--- config.mk ---
export PLATFORM = sky130hd
export DESIGN_NAME = lcl_ctrl
export DESIGN_NICKNAME = d
export VERILOG_FILES = /design/src/hdl/lcl_pkg.sv /design/src/hdl/lcl_ctrl.sv
export SDC_FILE = /design/constraint.sdc
export NUM_CORES = 1
export LEC_CHECK = 0
export BUFFER_PORTS_ARGS = -buffer_cell sky130_fd_sc_hd__clkbuf_2
export CAP_MARGIN = 30
export CORE_AREA = 2 2 71 73
export DETAILED_ROUTE_END_ITERATION = 10
export DIE_AREA = 0 0 73 75
export PLACE_DENSITY = 0.53
export SLEW_MARGIN = 25
export SYNTH_ARGS = -nofsm -noshare
export SYNTH_HDL_FRONTEND = slang
export SYNTH_SLANG_ARGS = --single-unit
export TNS_END_PERCENT = 1
--- constraint.sdc ---
create_clock -name clk_i -period 3.43 [get_ports clk_i]
set_input_delay 0.343 -clock clk_i [delete_from_list [all_inputs] [get_ports clk_i]]
set_output_delay 0.343 -clock clk_i [all_outputs]
set_load 0.01 [all_outputs]
--- src/hdl/lcl_pkg.sv ---
// shared types, codes and constants of the lattice cosine energy core
// no dependencies
package lcl_pkg;

  localparam int MAX_NODES  = 4096;
  localparam int ADDR_W     = 12;
  localparam int NODE_W     = 13;
  localparam int ANGLE_BITS = 24;
  localparam int TURN_W     = 32;
  localparam int IY_W       = 7;
  localparam int BIT_W      = 3;

  localparam logic [31:0] ONE_Q30 = 32'd1073741824;
  localparam logic [31:0] QUARTER = 32'h4000_0000;
  localparam logic [31:0] K1  = 32'd1686629713;
  localparam logic [31:0] K3  = 32'd693598668;
  localparam logic [31:0] K5  = 32'd85569306;
  localparam logic [31:0] K7  = 32'd5026995;
  localparam logic [31:0] K9  = 32'd172272;
  localparam logic [31:0] K11 = 32'd3864;

  localparam logic [1:0] CMD_WRITE  = 2'd0;
  localparam logic [1:0] CMD_ENERGY = 2'd1;
  localparam logic [1:0] CMD_GRAD   = 2'd2;
  localparam logic [1:0] CMD_DELTA  = 2'd3;

  localparam logic [1:0] REG_DIMS  = 2'd0;
  localparam logic [1:0] REG_PPA   = 2'd1;
  localparam logic [1:0] REG_NODES = 2'd2;
  localparam logic [1:0] REG_COEF  = 2'd3;

  typedef struct packed {
    logic [1:0]            cmd;
    logic [ADDR_W-1:0]     node_index;
    logic [ANGLE_BITS-1:0] angle;
  } in_t;

  typedef struct packed {
    logic signed [63:0] result_value;
    logic               status;
  } out_t;

  typedef enum logic [3:0] {
    OP_NONE, OP_LOAD, OP_WR, OP_SRCH, OP_IX, OP_RDME, OP_LATME, OP_PART,
    OP_LATP, OP_TSET, OP_TSQ, OP_TH, OP_TFIN, OP_WEIGH, OP_ACC, OP_NEXT
  } op_e;

  typedef struct packed {
    op_e             op;
    logic [BIT_W-1:0] sbit;
    logic [1:0]      slot;
    logic [2:0]      h;
    logic            pass;
  } ctl_t;

  typedef struct packed {
    logic is_write;
    logic is_energy;
    logic is_delta;
    logic bad;
    logic walk_empty;
    logic walk_last;
    logic slot_exists;
  } sts_t;

endpackage

--- src/hdl/lcl_ctrl.sv ---
// controller: sequences load, row search, partner reads, polynomial steps
// and accumulation; depends on lcl_pkg
module lcl_ctrl (
  input  logic           clk_i,
  input  logic           rst_ni,
  input  logic           start_i,
  output logic           busy_o,
  output logic           done_o,
  input  lcl_pkg::sts_t  sts_i,
  output lcl_pkg::ctl_t  ctl_o
);
  import lcl_pkg::*;

  typedef enum logic [16:0] {
    ST_IDLE  = 17'b0_0000_0000_0000_0001,
    ST_DISP  = 17'b0_0000_0000_0000_0010,
    ST_WR    = 17'b0_0000_0000_0000_0100,
    ST_SRCH  = 17'b0_0000_0000_0000_1000,
    ST_IX    = 17'b0_0000_0000_0001_0000,
    ST_RDME  = 17'b0_0000_0000_0010_0000,
    ST_LATME = 17'b0_0000_0000_0100_0000,
    ST_SLOT  = 17'b0_0000_0000_1000_0000,
    ST_LATP  = 17'b0_0000_0001_0000_0000,
    ST_TSET  = 17'b0_0000_0010_0000_0000,
    ST_TSQ   = 17'b0_0000_0100_0000_0000,
    ST_TH    = 17'b0_0000_1000_0000_0000,
    ST_TFIN  = 17'b0_0001_0000_0000_0000,
    ST_WEIGH = 17'b0_0010_0000_0000_0000,
    ST_ACC   = 17'b0_0100_0000_0000_0000,
    ST_DONE  = 17'b0_1000_0000_0000_0000,
    ST_NEXT  = 17'b1_0000_0000_0000_0000
  } state_e;

  state_e          state_q, state_d;
  logic [BIT_W-1:0] bit_q, bit_d;
  logic [1:0]      slot_q, slot_d;
  logic [2:0]      h_q, h_d;
  logic            pass_q, pass_d;
  logic            node_end;

  always_comb begin
    state_d  = state_q;
    bit_d    = bit_q;
    slot_d   = slot_q;
    h_d      = h_q;
    pass_d   = pass_q;
    node_end = 1'b0;
    ctl_o.op = OP_NONE;
    unique case (state_q)
      ST_IDLE: if (start_i) begin
        ctl_o.op = OP_LOAD;
        state_d  = ST_DISP;
      end
      ST_DISP: begin
        bit_d = BIT_W'(IY_W - 1);
        if (sts_i.is_write)       state_d = ST_WR;
        else if (sts_i.is_energy) state_d = sts_i.walk_empty ? ST_DONE : ST_SRCH;
        else                      state_d = sts_i.bad ? ST_DONE : ST_SRCH;
      end
      ST_WR: begin
        ctl_o.op = OP_WR;
        state_d  = ST_DONE;
      end
      ST_SRCH: begin
        ctl_o.op = OP_SRCH;
        if (bit_q == '0) state_d = ST_IX;
        else             bit_d   = bit_q - BIT_W'(1);
      end
      ST_IX: begin
        ctl_o.op = OP_IX;
        state_d  = ST_RDME;
      end
      ST_RDME: begin
        ctl_o.op = OP_RDME;
        state_d  = ST_LATME;
      end
      ST_LATME: begin
        ctl_o.op = OP_LATME;
        slot_d   = 2'd0;
        state_d  = ST_SLOT;
      end
      ST_SLOT: begin
        if (sts_i.slot_exists) begin
          ctl_o.op = OP_PART;
          state_d  = ST_LATP;
        end else if (slot_q == 2'd3) begin
          node_end = 1'b1;
        end else begin
          slot_d = slot_q + 2'd1;
        end
      end
      ST_LATP: begin
        ctl_o.op = OP_LATP;
        pass_d   = 1'b0;
        state_d  = ST_TSET;
      end
      ST_TSET: begin
        ctl_o.op = OP_TSET;
        state_d  = ST_TSQ;
      end
      ST_TSQ: begin
        ctl_o.op = OP_TSQ;
        h_d      = 3'd0;
        state_d  = ST_TH;
      end
      ST_TH: begin
        ctl_o.op = OP_TH;
        if (h_q == 3'd4) state_d = ST_TFIN;
        else             h_d     = h_q + 3'd1;
      end
      ST_TFIN: begin
        ctl_o.op = OP_TFIN;
        if (sts_i.is_delta && !pass_q) begin
          pass_d  = 1'b1;
          state_d = ST_TSET;
        end else begin
          state_d = ST_WEIGH;
        end
      end
      ST_WEIGH: begin
        ctl_o.op = OP_WEIGH;
        state_d  = ST_ACC;
      end
      ST_ACC: begin
        ctl_o.op = OP_ACC;
        if (slot_q == 2'd3) begin
          // the step to the next node waits in ST_NEXT so this term lands
          if (sts_i.is_energy && !sts_i.walk_last) state_d = ST_NEXT;
          else                                     node_end = 1'b1;
        end else begin
          slot_d  = slot_q + 2'd1;
          state_d = ST_SLOT;
        end
      end
      ST_NEXT: node_end = 1'b1;
      ST_DONE: state_d = ST_IDLE;
      default: state_d = ST_IDLE;
    endcase
    if (node_end) begin
      if (sts_i.is_energy && !sts_i.walk_last) begin
        ctl_o.op = OP_NEXT;
        bit_d    = BIT_W'(IY_W - 1);
        state_d  = ST_SRCH;
      end else begin
        state_d = ST_DONE;
      end
    end
  end

  assign ctl_o.sbit = bit_q;
  assign ctl_o.slot = slot_q;
  assign ctl_o.h    = h_q;
  assign ctl_o.pass = pass_q;

  always_ff @(posedge clk_i or negedge rst_ni) begin
    if (!rst_ni) begin
      state_q <= ST_IDLE;
      bit_q   <= '0;
      slot_q  <= '0;
      h_q     <= '0;
      pass_q  <= 1'b0;
    end else begin
      state_q <= state_d;
      bit_q   <= bit_d;
      slot_q  <= slot_d;
      h_q     <= h_d;
      pass_q  <= pass_d;
    end
  end

  assign busy_o = (state_q != ST_IDLE);
  assign done_o = (state_q == ST_DONE);

  a_onehot: assert property (@(posedge clk_i) disable iff (!rst_ni) $onehot(state_q))
    else $error("state register not one-hot");

  a_accept: assert property (@(posedge clk_i) disable iff (!rst_ni)
    (state_q == ST_IDLE && start_i) |=> state_q == ST_DISP)
    else $error("accepted word not dispatched");

  a_srch: assert property (@(posedge clk_i) disable iff (!rst_ni)
    (state_q == ST_SRCH && bit_q != '0) |=>
      (state_q == ST_SRCH && bit_q == $past(bit_q) - BIT_W'(1)))
    else $error("row search skipped a bit");

  a_tfin: assert property (@(posedge clk_i) disable iff (!rst_ni)
    (state_q == ST_TFIN && !(sts_i.is_delta && !pass_q)) |=> state_q == ST_WEIGH)
    else $error("edge term not weighed");

endmodule

==> results.yml, run 1 <==
routing:
  wirelength_um: 4270
  vias_per_cell: 5.83
  first_pass_iters: 4
  remaining_drc_errors: 0
  vias: 1510
  ant_nets: 0
  drt_iter0_markers: 60
  wl_per_cell_um: 16.5
die:
  ios: 25
  die-area_mm2: 0.00548
  initial_utilization_pct: 36.7
  coreArea_mm2: 0.00466
  rows: 25
  die_h_um: 75
  die_w_um: 73
finish:
  fin_cells: 259
  insertedDiodeCount: 0
  nNetsFinal: 221
  fill_cells: 482
  layout-drive-gt1-share_pct: 20.0
  area_growth_syn_to_layout_pct: 13.2
sta:
  finalHoldViolCount: 0
  fin_crit_ns: 3.06
  timing.final.crit_share_pct: 89.1
  worst_pin_slew_ns: 0.825
  fin_ws_ns: 0.375
  maxSlewViolCount: 0
  rsz0062_at_grt: "no"
  finalSetupViolations: 0
  clock.fmax_mhz: 327
  slew_headroom_pct: 44.2
  setup_tns_ns: 0
  skew_ns: 0.0124
power_and_ir_drop:
  power_w: 0.000969
  power_density_mw_per_mm2: 501
  vdd_ir_drop_max_mv: 0.327
  p_leak_nw: 0.955
yosys:
  synth_area_per_cell_um2: 9.35
  synth.largest_area_cell: "dfrtp_1"
  syn_inst: 183
  synthFlopType: "dfrtp_1"
  synthArstFlopShare_pct: 100
  netlist_top_cells_area: "dfrtp_1 (37%), nand3_1 (3.8%), ha_1 (3.7%)"
  yosysMostFrequentCell: "dfrtp_1"
  ys_ff_latch: 26
  synth_edf_count: 0
  synth_commonest_cells: "dfrtp_1 (25), nand2_1 (15), nand3_1 (13)"
  synth.net_count: 198
  synth_warnings: 0
  synth_top_area_share_pct: 36.6
  netlist-cell-type-count: 53
  ys_seq_area_share_pct: 38.1
  netlist_area_mm2: 0.00171
clocking:
  cts.sinks: 26
  clk_latency_ns: 0.28
  cts_setup_buffers: 0
  cts_tree: "done"
  cts_resized: 0
  h-tree-depth: 1
  numCtsBuffers: 3
  cts_root_buf: "clkbuf_8"
  path_clk_slew_ns: 0.10
  cts_max_path_buffers: 2
  ctsHoldBuffers: 0
global_route:
  antenna_found_initial: 0
  grt_first_pass_wirelength_um: 6960
  overflow: 0
  grt_pass1_vias: 1438
  grt.total_usage_pct: 16.6
  grt_max_degree: 27
critical_path:
  arrival_ns: 2.71
  rrSetupSlack_ns: 0.83
  crit-reg2reg-capture: "state_q[12]"
  cp-end-kind: "output pin"
  critPathLaunchType: "flip-flop"
  cp_max_fo: 9
  r2r_cells: 5
  rr_startpoint: "state_q[5]"
  cp_data_required_time_ns: 3.09
  worst-setup-path-type: "reg -> out"
placement:
  placed_cells: 255
  place.port_buffers: 24
  hpwl_um: 3350
  place_congestion: 0.851
  dpl_worst_slack_ns: 0.688
run:
  maxCapViolCount: 0
worst_hold_path:
  hold_class: "in -> async"
outcome:
  status: "completed"
==> metal layers <==
metal / vias to the layer above / part of all wire, % / GRT usage, %
met3: 6 / 4.7 / 3.48
li1: 736 / - / -
met5: - / 0 / 0
met4: 0 / 0.98 / 3.09
met2: 40 / 50 / 29.6
met1: 728 / 44 / 20.9
==> cell usage in the layout, fill, tap and decap left out, drive strengths merged, types with 6 or more instances in the layout <==
cell type   n
nor4        8
o21ai       9
or4         6
dfrtp      25
nand2      15
nand3      13
inv        11
clkbuf     27
nor4b       6
nand4       6
nor2        8
==> worst max-delay path, stage by stage, from the launching register on <==
cell and delay, ns:
dfrtp_1 0.44, or4_1 0.71, nor4_4 0.53, nand4b_1 0.19, a21o_1 0.29, nand4_1 0.12, clkbuf_2 0.14
==> kinds of logic (layout without fill, tap and decap cells) <==
logic type	Yosys count	in the layout	share of synthesized area (%)
AO/OA/AOI/OAI	27	27	11.6
XOR/XNOR	5	5	2.56
adder cells (fa/ha/maj)	5	5	3.66
buffers and inverters	19	41	5.27
flip-flops	26	26	38.1
multiplexers	4	4	2.41
AND/OR/NAND/NOR	97	97	36.4
==> cell type report <==
type	count	area, um^2	area share [%]
multi-input combinational	138	968	50.0
sequential	26	652	33.7
timing repair buffer	26	135	6.98
tap	54	67.6	3.49
clock buffer	3	41.3	2.13
inverter	11	41.3	2.13
clock inverter	1	30.0	1.55
==> flip-flops by register name, indices dropped and copies added (netlist names) <==
register	cells
bit_q	3
h_q	3
pass_q	1
slot_q	2
state_q	17
==> power by group <==
part           total [W]  switching [W]  internal (W)
combinational   0.000347       0.000207      0.000140
sequential      0.000366      0.0000308      0.000335
clock           0.000256       0.000100      0.000156
==> worst max path at each step <==
stage	start	slack [ns]	end	cells after the start
final	state_q[13]	0.37	ctl_o[11]	6
after global routing	state_q[13]	0.18	ctl_o[11]	6
after CTS	state_q[13]	0.36	ctl_o[11]	6
after detailed placement	state_q[13]	0.69	ctl_o[11]	6
after global placement	state_q[13]	0.73	ctl_o[11]	6
after floorplan	state_q[13]	1.03	ctl_o[11]	6
==> per-stage QoR <==
step                instance area [um^2]  utilization, %  hold slack (ns)
global placement                    1860            40.0            0.412
detailed placement                  1860            40.0            0.416
CTS                                 1940            41.5            0.103
global route                        1940            41.5            0.126
finish                              1940            41.5           0.0801
floorplan                           1710               -           0.0474
Note: power is estimated with default switching activity, not from simulation.
==> run 2, diff against run 1 <==
--- a/config.mk
+++ b/config.mk
@@ -10,7 +10,7 @@
 export CORE_AREA = 2 2 71 73
 export DETAILED_ROUTE_END_ITERATION = 10
 export DIE_AREA = 0 0 73 75
-export PLACE_DENSITY = 0.53
+export PLACE_DENSITY = 0.55
 export SLEW_MARGIN = 25
 export SYNTH_ARGS = -nofsm -noshare
 export SYNTH_HDL_FRONTEND = slang
==> constraint.sdc (replaced) <==
create_clock -name clk_i -period 2.62 [get_ports clk_i]
set_input_delay 0.262 -clock clk_i [delete_from_list [all_inputs] [get_ports clk_i]]
set_output_delay 0.262 -clock clk_i [all_outputs]
set_load 0.01 [all_outputs]
==> results.yml, run 2 (synthesized netlist as in run 1, its figures left out) <==
routing:
  vias_per_cell: 5.59
  first_pass_iters: 4
  wirelength_um: 4510
  remaining_drc_errors: 0
  wl_per_cell_um: 15.7
  ant_nets: 0
  vias: 1605
  drt_iter0_markers: 59
finish:
  layout-drive-gt1-share_pct: 33.5
  regMostFlops: "state_q"
  insertedDiodeCount: 0
  final_common_cell: "buf_4"
  largestRegisters: "state_q (17), bit_q (3), h_q (3)"
  layout_common_cells: "buf_4 (30), dfrtp_1 (23), clkbuf_2 (23)"
  largest_reg_flops: 17
  area_growth_syn_to_layout_pct: 27.4
  nNetsFinal: 249
  finalInstanceArea_mm2: 0.00218
  post-route-util_pct: 46.8
die:
  die_w_um: 73
  die_h_um: 75
  coreArea_mm2: 0.00466
  initial_utilization_pct: 36.7
  ios: 25
  rows: 25
  die-area_mm2: 0.00548
sta:
  slew_headroom_pct: 54.5
  worst_pin_slew_ns: 0.682
  fin_crit_ns: 2.59
  finalSetupViolations: 0
  skew_ns: 0.00155
  rsz0062_at_grt: "yes"
  maxSlewViolCount: 0
  timing.final.crit_share_pct: 98.8
  finalHoldViolCount: 0
  clock.fmax_mhz: 386
power_and_ir_drop:
  p_leak_nw: 1.09
  vdd_ir_drop_max_mv: 0.318
  power_density_mw_per_mm2: 671
placement:
  place_congestion: 0.854
  place.port_buffers: 24
  placedInstanceArea_mm2: 0.00197
  hpwl_um: 3340
critical_path:
  path_buf_inv: 2
  worst-setup-path-type: "reg -> out"
  cp_top_family: "simple AND/OR/NAND/NOR gates"
  path_cells: "or4_4 -> nor4_4 -> buf_4 -> a32oi_1 -> o211ai_1 -> or4_1 -> clkbuf_2"
  cp-end-kind: "output pin"
  critPathSlowestCell: "or4_4"
  cp_data_required_time_ns: 2.36
  critPathLaunchType: "flip-flop"
  cp_max_fo: 7
  cp_slowest_stage_delay_ns: 0.57
  arrival_ns: 2.33
clocking:
  cts.sinks: 26
  cts_tree: "done"
  h-tree-depth: 1
  ctsHoldBuffers: 0
  path_clk_slew_ns: 0.09
  cts_root_buf: "clkbuf_8"
  numCtsBuffers: 3
  cts_max_path_buffers: 2
  clk_latency_ns: 0.27
outcome:
  status: "completed"
worst_hold_path:
  hold_class: "in -> async"
global_route:
  grt_max_degree: 27
  grt_first_pass_wirelength_um: 7170
  grt_pass1_vias: 1510
  grt.total_usage_pct: 17.2
  overflow: 0
  antenna_found_initial: 0
run:
  maxCapViolCount: 0
-- run 2: changes by cell type in the layout (fill, tap and decap cells not counted), sizes merged --
| cell | delta |
|---|---|
| buf | +29 |
| clkbuf | -1 |
-- run 2: routing by layer --
metal  wire (um)  track usage, %
met5           0               0
met2        2180            28.3
met1        2040            22.7
met4          78            5.56
met3         215            3.75
-- run 2: path summary, 6_finish.rpt --
| kind | start | to | slack, ns | depth (start not counted) |
|---|---|---|---|---|
| max | state_q[0] | ctl_o[9] | 0.03 | 7 |
| min | rst_ni | state_q[10] | 0.006 | 1 |
| max reg2reg | state_q[0] | state_q[12] | 0.22 | 8 |
| min reg2reg | slot_q[0] | slot_q[0] | 0.51 | 1 |
| max in group asynchronous | rst_ni | state_q[2] | 2.14 | 1 |
| min in group clk_i | sts_i[6] | state_q[2] | 0.22 | 3 |
-- run 2: cell type report --
type                       instances  area [um^2]
inverter                          11         41.3
tap                               54         67.6
clock buffer                       3         41.3
sequential                        26          654
fill                             454         2480
multi-input combinational        138         1000
timing repair buffer              54          345
clock inverter                     1         30.0
-- run 2: repair_timing --
item,in CTS,in global routing
endpoints found under the setup margin,4,4
pin swaps,4,4
buffers inserted,5,9
gates resized for setup,8,2
-- run 2: power by group --
group          leakage, nW  total (W)  internal, W  switching [W]
clock network       0.0357   0.000337     0.000205       0.000132
registers            0.335   0.000475     0.000441      0.0000343
logic                0.722   0.000651     0.000331       0.000320
total                 1.09    0.00146     0.000977       0.000486
-- run 2: per-stage QoR --
step / setup slack [ns] / setup TNS (ns) / cells / total power [W] / hold WS [ns]
after global routing: -0.0536 / -0.105 / 287 / 0.00156 / 0.0533
after CTS: -0.00220 / -0.00220 / 278 / 0.00143 / 0.0268
after detailed placement: 0.0771 / 0 / 269 / 0.000994 / 0.336
after floorplan: 0.303 / 0 / 183 / 0.000813 / -0.0336
final: 0.0324 / 0 / 287 / 0.00146 / 0.00577
after global placement: 0.0545 / 0 / 269 / 0.00100 / 0.336
-- run 2: worst reg2reg max path: stages, from the launching register on --
cell      delay (ns)
dfstp_2         0.40
or4_4           0.57
nor4_4          0.26
buf_4           0.19
buf_4           0.12
buf_4           0.10
nand3b_2        0.08
and4_4          0.19
nor4_1          0.37
==> run 3, diff against run 2 <==
--- a/config.mk
+++ b/config.mk
@@ -5,12 +5,14 @@
 export SDC_FILE = /design/constraint.sdc
 export NUM_CORES = 1
 export LEC_CHECK = 0
+export ABC_AREA = 1
 export BUFFER_PORTS_ARGS = -buffer_cell sky130_fd_sc_hd__clkbuf_2
 export CAP_MARGIN = 30
-export CORE_AREA = 2 2 71 73
+export CORE_AREA = 2 2 74 76
+export CTS_CLUSTER_DIAMETER = 40
 export DETAILED_ROUTE_END_ITERATION = 10
-export DIE_AREA = 0 0 73 75
-export PLACE_DENSITY = 0.55
+export DIE_AREA = 0 0 76 78
+export PLACE_DENSITY = 0.54
 export SLEW_MARGIN = 25
 export SYNTH_ARGS = -nofsm -noshare
 export SYNTH_HDL_FRONTEND = slang
==> results.yml, run 3 <==
outcome:
  status: "finished with violations"
  violations: "negative hold slack"
die:
  coreArea_mm2: 0.00504
  die_w_um: 76
  die-area_mm2: 0.00593
  initial_utilization_pct: 36.3
  ios: 25
  die_h_um: 78
  rows: 26
power_and_ir_drop:
  swShare_pct: 41.2
  p_leak_nw: 1.20
  p_int_w: 0.000814
  p_switching_w: 0.000571
  power_density_mw_per_mm2: 671
  seqPwrFrac_pct: 36.2
  vdd_ir_drop_max_mv: 0.255
  p_comb_share_pct: 44.1
  pwr-share-clk_pct: 19.7
finish:
  layout-drive-gt1-share_pct: 29.2
  post-route-util_pct: 40.9
  nNetsFinal: 276
  layout_common_cells: "inv_1 (39), nand2_1 (39), nor2_1 (28)"
  area_growth_syn_to_layout_pct: 12.7
  largest_reg_flops: 17
  finalInstanceArea_mm2: 0.00206
  insertedDiodeCount: 0
  regMostFlops: "state_q"
  largestRegisters: "state_q (17), bit_q (3), h_q (3)"
sta:
  skew_ns: 0.00271
  slew_headroom_pct: 55.4
  finalSetupViolations: 0
  whs_ns: -0.00171
  timing.final.crit_share_pct: 86.9
  clock.fmax_mhz: 439
  worst_pin_slew_ns: 0.669
  finalHoldViolCount: 7
  fin_ws_ns: 0.344
  maxSlewViolCount: 0
  rsz0062_at_grt: "no"
  setup_tns_ns: 0
  fin_crit_ns: 2.28
critical_path:
  arrival_ns: 2.01
  cp_max_fo: 12
  critPathLaunchType: "flip-flop"
  r2r_cells: 10
  cp_data_required_time_ns: 2.36
  cp-end-kind: "output pin"
  worst-setup-path-type: "reg -> out"
yosys:
  synth.largest_area_cell: "dfrtp_1"
  synth_commonest_cells: "inv_1 (39), nand2_1 (39), nor2_1 (28)"
  netlist-cell-type-count: 35
  synth_warnings: 0
  synth_top_area_share_pct: 34.2
  ys_ff_latch: 26
  synth_area_per_cell_um2: 7.79
  netlist_area_mm2: 0.00183
  ys_seq_area_share_pct: 35.6
  synth.net_count: 250
  netlist_top_cells_area: "dfrtp_1 (34%), inv_1 (8.0%), nand2_1 (8.0%)"
  syn_inst: 235
  synthArstFlopShare_pct: 100
  synthFlopType: "dfrtp_1"
  synth_edf_count: 0
clocking:
  numCtsBuffers: 3
  cts_resized: 0
  ctsHoldBuffers: 0
  cts_max_path_buffers: 2
  cts_setup_buffers: 0
  clk_latency_ns: 0.28
  h-tree-depth: 1
  cts.sinks: 26
  cts_root_buf: "clkbuf_8"
  path_clk_slew_ns: 0.10
  cts_tree: "done"
routing:
  ant_nets: 0
  vias: 1518
  wl_per_cell_um: 11.9
  vias_per_cell: 4.60
  wirelength_um: 3930
  first_pass_iters: 4
  drt_iter0_markers: 89
  remaining_drc_errors: 0
global_route:
  grt_first_pass_wirelength_um: 6900
  antenna_found_initial: 0
  grt.total_usage_pct: 14.3
  grt_max_degree: 27
  grt_pass1_vias: 1466
  overflow: 0
placement:
  place.port_buffers: 24
  place_congestion: 0.842
  hpwl_um: 3130
  placedInstanceArea_mm2: 0.00201
  dpl_worst_slack_ns: 0.668
worst_hold_path:
  hold_class: "in -> async"
run:
  maxCapViolCount: 0
[run 3: changes by cell type after synthesis, sizes merged, moves of 6 or more]
cell,change
nand3,+15
inv,+36
nand2,+36
nor4b,-6
nor4,-6
nor2,+34
or4,-6
[run 3: layout make-up]
| cell class | instances | area (um^2) |
|---|---|---|
| clock buffers | 4 | 55.1 |
| fillers | 541 | 2980 |
| inverters | 48 | 180 |
| multi-input cells | 158 | 970 |
| flip-flops and latches | 26 | 652 |
| well taps | 70 | 87.6 |
| repair buffers | 24 | 120 |
[run 3: path summary, 6_finish.rpt]
path | from | endpoint | slack (ns)
setup / recovery | state_q[8] | ctl_o[9] | 0.34
hold / removal | rst_ni | h_q[1] | -0.002
setup reg to reg | state_q[8] | state_q[3] | 0.81
min in group clk_i | sts_i[6] | state_q[2] | 0.22
hold reg to reg | slot_q[0] | slot_q[0] | 0.51
max in group asynchronous | rst_ni | state_q[1] | 2.19
[run 3: per-layer routing]
metal / global-route usage [%] / part of all wire [%] / vias to the layer above
met5: 0 / 0 / -
met4: 3.82 / 1.0 / 0
met3: 1.74 / 2.2 / 4
met2: 22.8 / 44 / 23
met1: 20.6 / 53 / 692
li1: - / - / 799
[run 3: metrics by stage]
step           cells  total power, W
3_5_place_dp     326         0.00113
5_1_grt          330         0.00151
4_1_cts          330         0.00140
3_3_place_gp     326         0.00113
6_report         330         0.00139
2_1_floorplan    235        0.000977
[run 3: cells by family (layout without fill, tap and decap cells)]
family          after synthesis  after routing  synth area share (%)
fa+ha+maj                     5              5                  3.42
compound gates               12             12                  4.51
flops                        26             26                  35.6
xor+xnor                      1              1                 0.478
simple gates                139            139                  44.0
buf+inv                      51             76                  11.5
mux                           1              1                 0.546
[run 3: critical path: stages (launching register included)]
cell and delay, ns:
dfrtp_1 0.44, nor2_4 0.16, nand2_4 0.09, nor2_4 0.33, nand2_1 0.13, clkinv_1 0.07, nand2_1 0.08, inv_1 0.11
nor3b_1 0.06, nand4_1 0.11, clkbuf_2 0.15
[run 3: power by group through the flow]
stage,clock [W],sequential (W),combinational [W]
6_report,0.000273,0.000502,0.000611
5_1_grt,0.000302,0.000508,0.000702
4_1_cts,0.000276,0.000503,0.000617
3_5_place_dp,0,0.000511,0.000615
3_3_place_gp,0,0.000509,0.000622
2_1_floorplan,0,0.000515,0.000462
